$ cat src/far_pkg.sv
// Shared types and constants for the fraction add and reduce block.
package far_pkg;

   localparam int DEFAULT_FIELD_WIDTH = 16;

   typedef enum logic [2:0] {
      ST_IDLE,
      ST_MULT,
      ST_ADD,
      ST_INIT,
      ST_GCD,
      ST_DIV,
      ST_HOLD
   } far_state_type;

   typedef struct packed {
      logic load_in;
      logic mult;
      logic add;
      logic init;
      logic gcd_step;
      logic div_load;
      logic div_step;
      logic load_out;
   } far_cmd_type;

   typedef struct packed {
      logic special;
      logic gcd_done;
      logic div_done;
      logic out_free;
   } far_status_type;

endpackage

$ cat src/far_ctrl.sv
// Controller state machine that sequences the fraction add and reduce datapath.
module far_ctrl (
   input  logic                    clock,
   input  logic                    reset,
   input  logic                    req_valid,
   output logic                    req_stall,
   input  far_pkg::far_status_type status,
   output far_pkg::far_cmd_type    cmd
);

   far_pkg::far_state_type state_ff;
   far_pkg::far_state_type state_in;

   always_ff @(posedge clock) begin
      if (reset) begin
         state_ff <= far_pkg::ST_IDLE;
      end else begin
         state_ff <= state_in;
      end
   end

   always_comb begin
      state_in  = state_ff;
      cmd       = '0;
      req_stall = 1'b1;
      unique case (state_ff)
         far_pkg::ST_IDLE: begin
            req_stall = 1'b0;
            if (req_valid) begin
               cmd.load_in = 1'b1;
               state_in    = far_pkg::ST_MULT;
            end
         end
         far_pkg::ST_MULT: begin
            cmd.mult = 1'b1;
            state_in = far_pkg::ST_ADD;
         end
         far_pkg::ST_ADD: begin
            cmd.add  = 1'b1;
            state_in = far_pkg::ST_INIT;
         end
         far_pkg::ST_INIT: begin
            if (status.special) begin
               state_in = far_pkg::ST_HOLD;
            end else begin
               cmd.init = 1'b1;
               state_in = far_pkg::ST_GCD;
            end
         end
         far_pkg::ST_GCD: begin
            if (status.gcd_done) begin
               cmd.div_load = 1'b1;
               state_in     = far_pkg::ST_DIV;
            end else begin
               cmd.gcd_step = 1'b1;
            end
         end
         far_pkg::ST_DIV: begin
            if (status.div_done) begin
               state_in = far_pkg::ST_HOLD;
            end else begin
               cmd.div_step = 1'b1;
            end
         end
         far_pkg::ST_HOLD: begin
            if (status.out_free) begin
               cmd.load_out = 1'b1;
               state_in     = far_pkg::ST_IDLE;
            end
         end
         default: begin
            state_in = far_pkg::ST_IDLE;
         end
      endcase
   end

endmodule

$ cat src/far_datapath.sv
// Datapath with multipliers, binary gcd unit, twin dividers and the output register.
module far_datapath #(
   parameter int FIELD_WIDTH = far_pkg::DEFAULT_FIELD_WIDTH
) (
   input  logic                          clock,
   input  logic                          reset,
   input  far_pkg::far_cmd_type          cmd,
   output far_pkg::far_status_type       status,
   input  logic signed [FIELD_WIDTH-1:0] req_first_num,
   input  logic        [FIELD_WIDTH-2:0] req_first_den,
   input  logic signed [FIELD_WIDTH-1:0] req_second_num,
   input  logic        [FIELD_WIDTH-2:0] req_second_den,
   output logic                          rsp_valid,
   input  logic                          rsp_stall,
   output logic signed [2*FIELD_WIDTH-1:0] rsp_sum_num,
   output logic        [2*FIELD_WIDTH-3:0] rsp_sum_den
);

   localparam int W  = FIELD_WIDTH;
   localparam int NW = 2 * FIELD_WIDTH - 1;
   localparam int CW = $clog2(NW + 1);

   logic signed [W-1:0]    n1_ff, n2_ff;
   logic        [W-2:0]    d1_ff, d2_ff;
   logic signed [2*W-1:0]  prod1_ff, prod2_ff;
   logic        [2*W-3:0]  den_ff;
   logic signed [2*W-1:0]  num_ff;
   logic                   neg_ff;
   logic        [NW-1:0]   a_ff, b_ff, mag_s_ff, den_s_ff;
   logic        [NW-1:0]   qa_ff, qb_ff, ra_ff, rb_ff;
   logic        [CW-1:0]   cnt_ff;
   logic                   rsp_valid_ff;
   logic signed [2*W-1:0]  out_num_ff;
   logic        [2*W-3:0]  out_den_ff;

   logic signed [W-1:0]    d1_s, d2_s;
   logic signed [2*W-1:0]  mag_full;
   logic        [NW:0]     ta, tb;
   logic                   ga, gb;
   logic        [2*W-1:0]  qa_ext;

   assign d1_s     = {1'b0, d1_ff};
   assign d2_s     = {1'b0, d2_ff};
   assign mag_full = num_ff[2*W-1] ? -num_ff : num_ff;

   assign ta = {ra_ff, qa_ff[NW-1]};
   assign tb = {rb_ff, qb_ff[NW-1]};
   assign ga = ta >= {1'b0, a_ff};
   assign gb = tb >= {1'b0, a_ff};
   assign qa_ext = {1'b0, qa_ff};

   always_ff @(posedge clock) begin
      if (cmd.load_in) begin
         n1_ff <= req_first_num;
         d1_ff <= req_first_den;
         n2_ff <= req_second_num;
         d2_ff <= req_second_den;
      end
      if (cmd.mult) begin
         prod1_ff <= n1_ff * d2_s;
         prod2_ff <= n2_ff * d1_s;
         den_ff   <= d1_ff * d2_ff;
      end
      if (cmd.add) begin
         num_ff <= prod1_ff + prod2_ff;
      end
      if (cmd.init) begin
         neg_ff   <= num_ff[2*W-1];
         a_ff     <= mag_full[NW-1:0];
         b_ff     <= {1'b0, den_ff};
         mag_s_ff <= mag_full[NW-1:0];
         den_s_ff <= {1'b0, den_ff};
      end else if (cmd.gcd_step) begin
         priority if (!a_ff[0] && !b_ff[0]) begin
            a_ff     <= a_ff >> 1;
            b_ff     <= b_ff >> 1;
            mag_s_ff <= mag_s_ff >> 1;
            den_s_ff <= den_s_ff >> 1;
         end else if (!a_ff[0]) begin
            a_ff <= a_ff >> 1;
         end else if (!b_ff[0]) begin
            b_ff <= b_ff >> 1;
         end else if (a_ff > b_ff) begin
            a_ff <= (a_ff - b_ff) >> 1;
         end else begin
            b_ff <= (b_ff - a_ff) >> 1;
         end
      end
      if (cmd.div_load) begin
         qa_ff  <= mag_s_ff;
         qb_ff  <= den_s_ff;
         ra_ff  <= '0;
         rb_ff  <= '0;
         cnt_ff <= CW'(NW);
      end else if (cmd.div_step) begin
         qa_ff  <= {qa_ff[NW-2:0], ga};
         qb_ff  <= {qb_ff[NW-2:0], gb};
         ra_ff  <= ga ? NW'(ta - {1'b0, a_ff}) : ta[NW-1:0];
         rb_ff  <= gb ? NW'(tb - {1'b0, a_ff}) : tb[NW-1:0];
         cnt_ff <= cnt_ff - 1'b1;
      end
      if (cmd.load_out) begin
         priority if (den_ff == '0) begin
            out_num_ff <= '0;
            out_den_ff <= '0;
         end else if (num_ff == '0) begin
            out_num_ff <= '0;
            out_den_ff <= (2*W-2)'(1);
         end else begin
            out_num_ff <= neg_ff ? -qa_ext : qa_ext;
            out_den_ff <= qb_ff[2*W-3:0];
         end
      end
   end

   always_ff @(posedge clock) begin
      if (reset) begin
         rsp_valid_ff <= 1'b0;
      end else if (cmd.load_out) begin
         rsp_valid_ff <= 1'b1;
      end else if (!rsp_stall) begin
         rsp_valid_ff <= 1'b0;
      end
   end

   assign status.special  = (den_ff == '0) || (num_ff == '0);
   assign status.gcd_done = a_ff == b_ff;
   assign status.div_done = cnt_ff == '0;
   assign status.out_free = !rsp_valid_ff || !rsp_stall;

   assign rsp_valid   = rsp_valid_ff;
   assign rsp_sum_num = out_num_ff;
   assign rsp_sum_den = out_den_ff;

endmodule

$ cat src/fraction_add_reduce_core.sv
// Top level of the fraction add and reduce block: controller plus datapath.
//
//   channel  direction  handshake          payload
//   req      in         req_valid/stall    first_num, first_den, second_num, second_den
//   rsp      out        rsp_valid/stall    sum_num, sum_den
//
// A transaction forms the products, the sum and the setup, then runs the binary gcd
// loop at one subtract or shift per cycle, then the two restoring dividers, then
// loads the output register; a zero sum or a zero denominator skips gcd and dividers.
// Reset is synchronous and clears the controller and the output valid flag.
// The next request transaction is taken while a result waits in the output
// register; a stalled result holds the block only when the following one is done.
module fraction_add_reduce_core #(
   parameter int FIELD_WIDTH = far_pkg::DEFAULT_FIELD_WIDTH
) (
   input  logic                            clock,
   input  logic                            reset,
   input  logic                            req_valid,
   output logic                            req_stall,
   input  logic signed [FIELD_WIDTH-1:0]   req_first_num,
   input  logic        [FIELD_WIDTH-2:0]   req_first_den,
   input  logic signed [FIELD_WIDTH-1:0]   req_second_num,
   input  logic        [FIELD_WIDTH-2:0]   req_second_den,
   output logic                            rsp_valid,
   input  logic                            rsp_stall,
   output logic signed [2*FIELD_WIDTH-1:0] rsp_sum_num,
   output logic        [2*FIELD_WIDTH-3:0] rsp_sum_den
);

   far_pkg::far_cmd_type    cmd;
   far_pkg::far_status_type status;

   far_ctrl u_ctrl (
      .clock     (clock),
      .reset     (reset),
      .req_valid (req_valid),
      .req_stall (req_stall),
      .status    (status),
      .cmd       (cmd)
   );

   far_datapath #(
      .FIELD_WIDTH (FIELD_WIDTH)
   ) u_datapath (
      .clock          (clock),
      .reset          (reset),
      .cmd            (cmd),
      .status         (status),
      .req_first_num  (req_first_num),
      .req_first_den  (req_first_den),
      .req_second_num (req_second_num),
      .req_second_den (req_second_den),
      .rsp_valid      (rsp_valid),
      .rsp_stall      (rsp_stall),
      .rsp_sum_num    (rsp_sum_num),
      .rsp_sum_den    (rsp_sum_den)
   );

endmodule

$ cat config.mk
export PLATFORM = sky130hd
export DESIGN_NAME = fraction_add_reduce_core
export DESIGN_NICKNAME = d
export VERILOG_FILES = /design/src/far_pkg.sv /design/src/far_ctrl.sv /design/src/far_datapath.sv /design/src/fraction_add_reduce_core.sv
export SDC_FILE = /design/constraint.sdc
export NUM_CORES = 2
export LEC_CHECK = 0
export BUFFER_PORTS_ARGS = -buffer_cell sky130_fd_sc_hd__buf_2
export CORE_MARGIN = 5
export CORE_UTILIZATION = 30
export DETAILED_ROUTE_END_ITERATION = 8
export GPL_ROUTABILITY_DRIVEN = 0
export PLACE_DENSITY = 0.42
export SKIP_LAST_GASP = 1
export SLEW_MARGIN = 20
export SYNTH_ARGS = -nofsm -noshare
export SYNTH_HDL_FRONTEND = slang
export SYNTH_SLANG_ARGS = --single-unit
$ cat constraint.sdc
create_clock -name clock -period 7.73 [get_ports clock]
set_input_delay 0.3865 -clock clock [delete_from_list [all_inputs] [get_ports clock]]
set_output_delay 0.3865 -clock clock [all_outputs]
set_load 0.005 [all_outputs]
==> impl_metrics.json <==
{
  "overflow": 0,
  "grt_pass1_vias": 42100,
  "clock_latency_ps": 680,
  "synthFlopType": "edfxtp_1",
  "worstPathMaxFanout": 20,
  "core_area_sq_um": 181000,
  "synth_common_cells": "inv_1 (911), nand2_1 (792), fa_1 (664)",
  "grt_setup_unrepaired": "false",
  "ctsResizeCount": 0,
  "drc_errors": 0,
  "clk_pin_slew_ps": 60,
  "synth_largest_area_cell": "fa_1",
  "die_w_um": 437,
  "clock_path_buffers": 3,
  "hold_class": "in -> reg",
  "wl_um": 165000,
  "fin_ws_ps": 686,
  "grt_usage_pct": 17.4,
  "viasPerCell": 4.83,
  "ant_nets": 0,
  "rows": 156,
  "synthTopCellsByArea": "fa_1 (24%), edfxtp_1 (24%), ha_1 (9.5%)",
  "wl_per_cell_um": 20.0,
  "pre_cts_ws_ps": 693,
  "die_y_um": 437,
  "layout-drive-gt1-share_pct": 5.95,
  "cts_root_buf": "clkbuf_16",
  "required_ps": 8120,
  "fin_crit_sh_pct": 91.1,
  "initial_core_util_pct": 30.2,
  "status": "complete, no violations",
  "portBuffers": 129,
  "cap_violations": 0,
  "nNetsFinal": 7001,
  "synth_seq_cells": 506,
  "period_needed_ps": 7040,
  "syn_inst": 5770,
  "ys_types": 78,
  "antenna_found_initial": 4,
  "netlist.area_leader.share_pct": 24.3,
  "tightest_slew_ps": 1060,
  "hpwl_um": 134000,
  "cp-start-kind": "flop",
  "hold_viol_final": 0,
  "netlist_area_sq_um": 54700,
  "cts.htree.levels": 3,
  "crit_type": "reg -> reg",
  "reg2reg_slack_ps": 690,
  "setup_tns_ps": 0,
  "critPathArrivalTime_ps": 7430,
  "relSlewSlack_pct": 29.3,
  "synth_edf_count": 435,
  "fmax_mhz": 142,
  "cts.sinks": 506,
  "vias": 40000,
  "cts_tree": "built",
  "dieArea_sq_um": 191000,
  "finClkSkew_ps": 35.5,
  "drt_pass1_iterations": 6,
  "syn_nets": 6915,
  "synth_warnings": 0,
  "yosysMostFrequentCell": "inv_1",
  "syn_to_final_growth_pct": 11.5,
  "async_flop_share_pct": 0,
  "cts_buffers": 69,
  "setup_viol": 0,
  "cp-end-kind": "flop",
  "avgSynthCellArea_sq_um": 9.47,
  "grt_pass1_wl_um": 260000,
  "yosysSeqAreaShare_pct": 26.5,
  "grt_max_degree": 87,
  "drv_slew": 0,
  "ios": 130,
  "drtIter0Drc": 2343
}
==> metal layers <==
layer / vias up / share of wire [%] / track usage [%]
li1: 19000 / - / -
met1: 20100 / 48 / 24.3
met2: 677 / 47 / 29.1
met3: 157 / 3.7 / 2.25
met4: 0 / 1.8 / 3.15
met5: - / 0 / 0
==> cells by family (layout without fill, tap and decap cells) <==
| family | Yosys count | after routing | share of synthesized area (%) |
|---|---|---|---|
| buffers and inverters | 1168 | 1309 | 8.05 |
| XOR/XNOR | 267 | 267 | 4.28 |
| flip-flops | 506 | 506 | 26.5 |
| multiplexers | 48 | 48 | 0.886 |
| adder cells (fa/ha/maj) | 1079 | 1079 | 33.8 |
| AND/OR/NAND/NOR | 1744 | 1744 | 15.3 |
| AO/OA/AOI/OAI | 958 | 958 | 11.2 |
| other | 0 | 2 | 0 |
==> path summary, 6_finish.rpt <==
check,start,to,cells past startpoint
worst min register to register,u_datapath.cnt_ff[4],u_datapath.cnt_ff[4],2
worst min-delay path,rsp_stall,u_datapath.rsp_valid,3
worst max-delay path,u_datapath.d1_ff[4],u_datapath.den_ff[29],21
worst max register to register,u_datapath.d1_ff[4],u_datapath.den_ff[29],21
==> state kept, by name (all words and copies together) (netlist names) <==
signal                  flops
u_datapath.rsp_sum_den     30
u_datapath.prod2_ff        32
u_datapath.den_s_ff        30
u_datapath.cnt_ff           5
u_datapath.rsp_valid        1
u_datapath.neg_ff           1
u_datapath.prod1_ff        32
u_datapath.num_ff          32
u_ctrl.state_ff             3
u_datapath.mag_s_ff        31
u_datapath.ra_ff           31
u_datapath.d2_ff           15
u_datapath.d1_ff           15
u_datapath.a_ff            31
u_datapath.b_ff            30
u_datapath.rb_ff           31
u_datapath.den_ff          30
u_datapath.n2_ff           16
u_datapath.rsp_sum_num     32
u_datapath.qa_ff           31
u_datapath.qb_ff           31
u_datapath.n1_ff           16
==> area by class of cell <==
cell class | count | area (sq um)
Sequential cell | 506 | 14500
Timing Repair Buffer | 270 | 1880
Inverter | 913 | 3430
Tap cell | 2370 | 2970
Clock buffer | 90 | 1860
Fill cell | 18800 | 120000
Multi-Input combinational cell | 4096 | 35900
Clock inverter | 36 | 445
Antenna cell | 2 | 5.00
==> stage by stage <==
step	cell area, sq um	std cells	hold slack, ps	util, %
finish	60900	8283	72.7	33.7
global route	60900	8281	61.2	33.7
CTS	60900	8280	7.96	33.7
detailed placement	58000	8091	455	32.0
global placement	58000	8091	454	32.0
floorplan	54700	5770	437	-
==> critical path, cell delays in order (launching register included) <==
cell and delay [ps]:
edfxtp_1 790, and2_1 360, fa_1 510, inv_1 60
fa_1 520, inv_1 50, fa_1 500, fa_1 430
fa_1 490, inv_1 50, fa_1 510, inv_1 50
ha_1 340, a21o_1 220, a31oi_1 220, o22ai_1 100
a41oi_1 430, o31ai_1 240, a2111oi_0 470, o21bai_1 130
a21oi_1 180, xnor2_1 80
==> cells in the final DEF, fill, tap and decap left out, types with 11 or more instances in the layout <==
| cell type | instances |
|---|---|
| inv_1 | 909 |
| nand2_1 | 792 |
| fa_1 | 664 |
| edfxtp_1 | 435 |
| and2_1 | 417 |
| ha_1 | 415 |
| a21oi_1 | 302 |
| nor2_1 | 211 |
| o21ai_0 | 196 |
| xnor2_1 | 155 |
| buf_2 | 129 |
| a21o_1 | 122 |
| xor2_1 | 112 |
| buf_4 | 76 |
| dfxtp_1 | 71 |
| clkbuf_16 | 70 |
| dlygate4sd3_1 | 63 |
| nand3_1 | 58 |
| nor3_1 | 51 |
| mux2i_1 | 45 |
| o21a_1 | 42 |
| o21bai_1 | 37 |
| a221oi_1 | 34 |
| nand4_1 | 31 |
| or3_1 | 30 |
| o31ai_1 | 28 |
| a31oi_1 | 26 |
| nor4_1 | 24 |
| nor2b_1 | 24 |
| a211oi_1 | 23 |
| and3_1 | 23 |
| o211ai_1 | 21 |
| nand2b_1 | 18 |
| clkbuf_1 | 17 |
| a32oi_1 | 15 |
| a21boi_0 | 14 |
| or2_2 | 12 |
| or4_1 | 12 |
| clkinv_1 | 11 |
==> what timing repair did <==
| action | in CTS | in global routing |
|---|---|---|
| setup buffers | 0 | 0 |
| endpoints found under the hold margin | 66 | 0 |
| hold buffers | 63 | 0 |
| endpoints found under the setup margin | 0 | 0 |
Power is left out: the tool's default activity adds up to more than one toggle a clock period on the data nets, which glitch-free logic cannot reach.
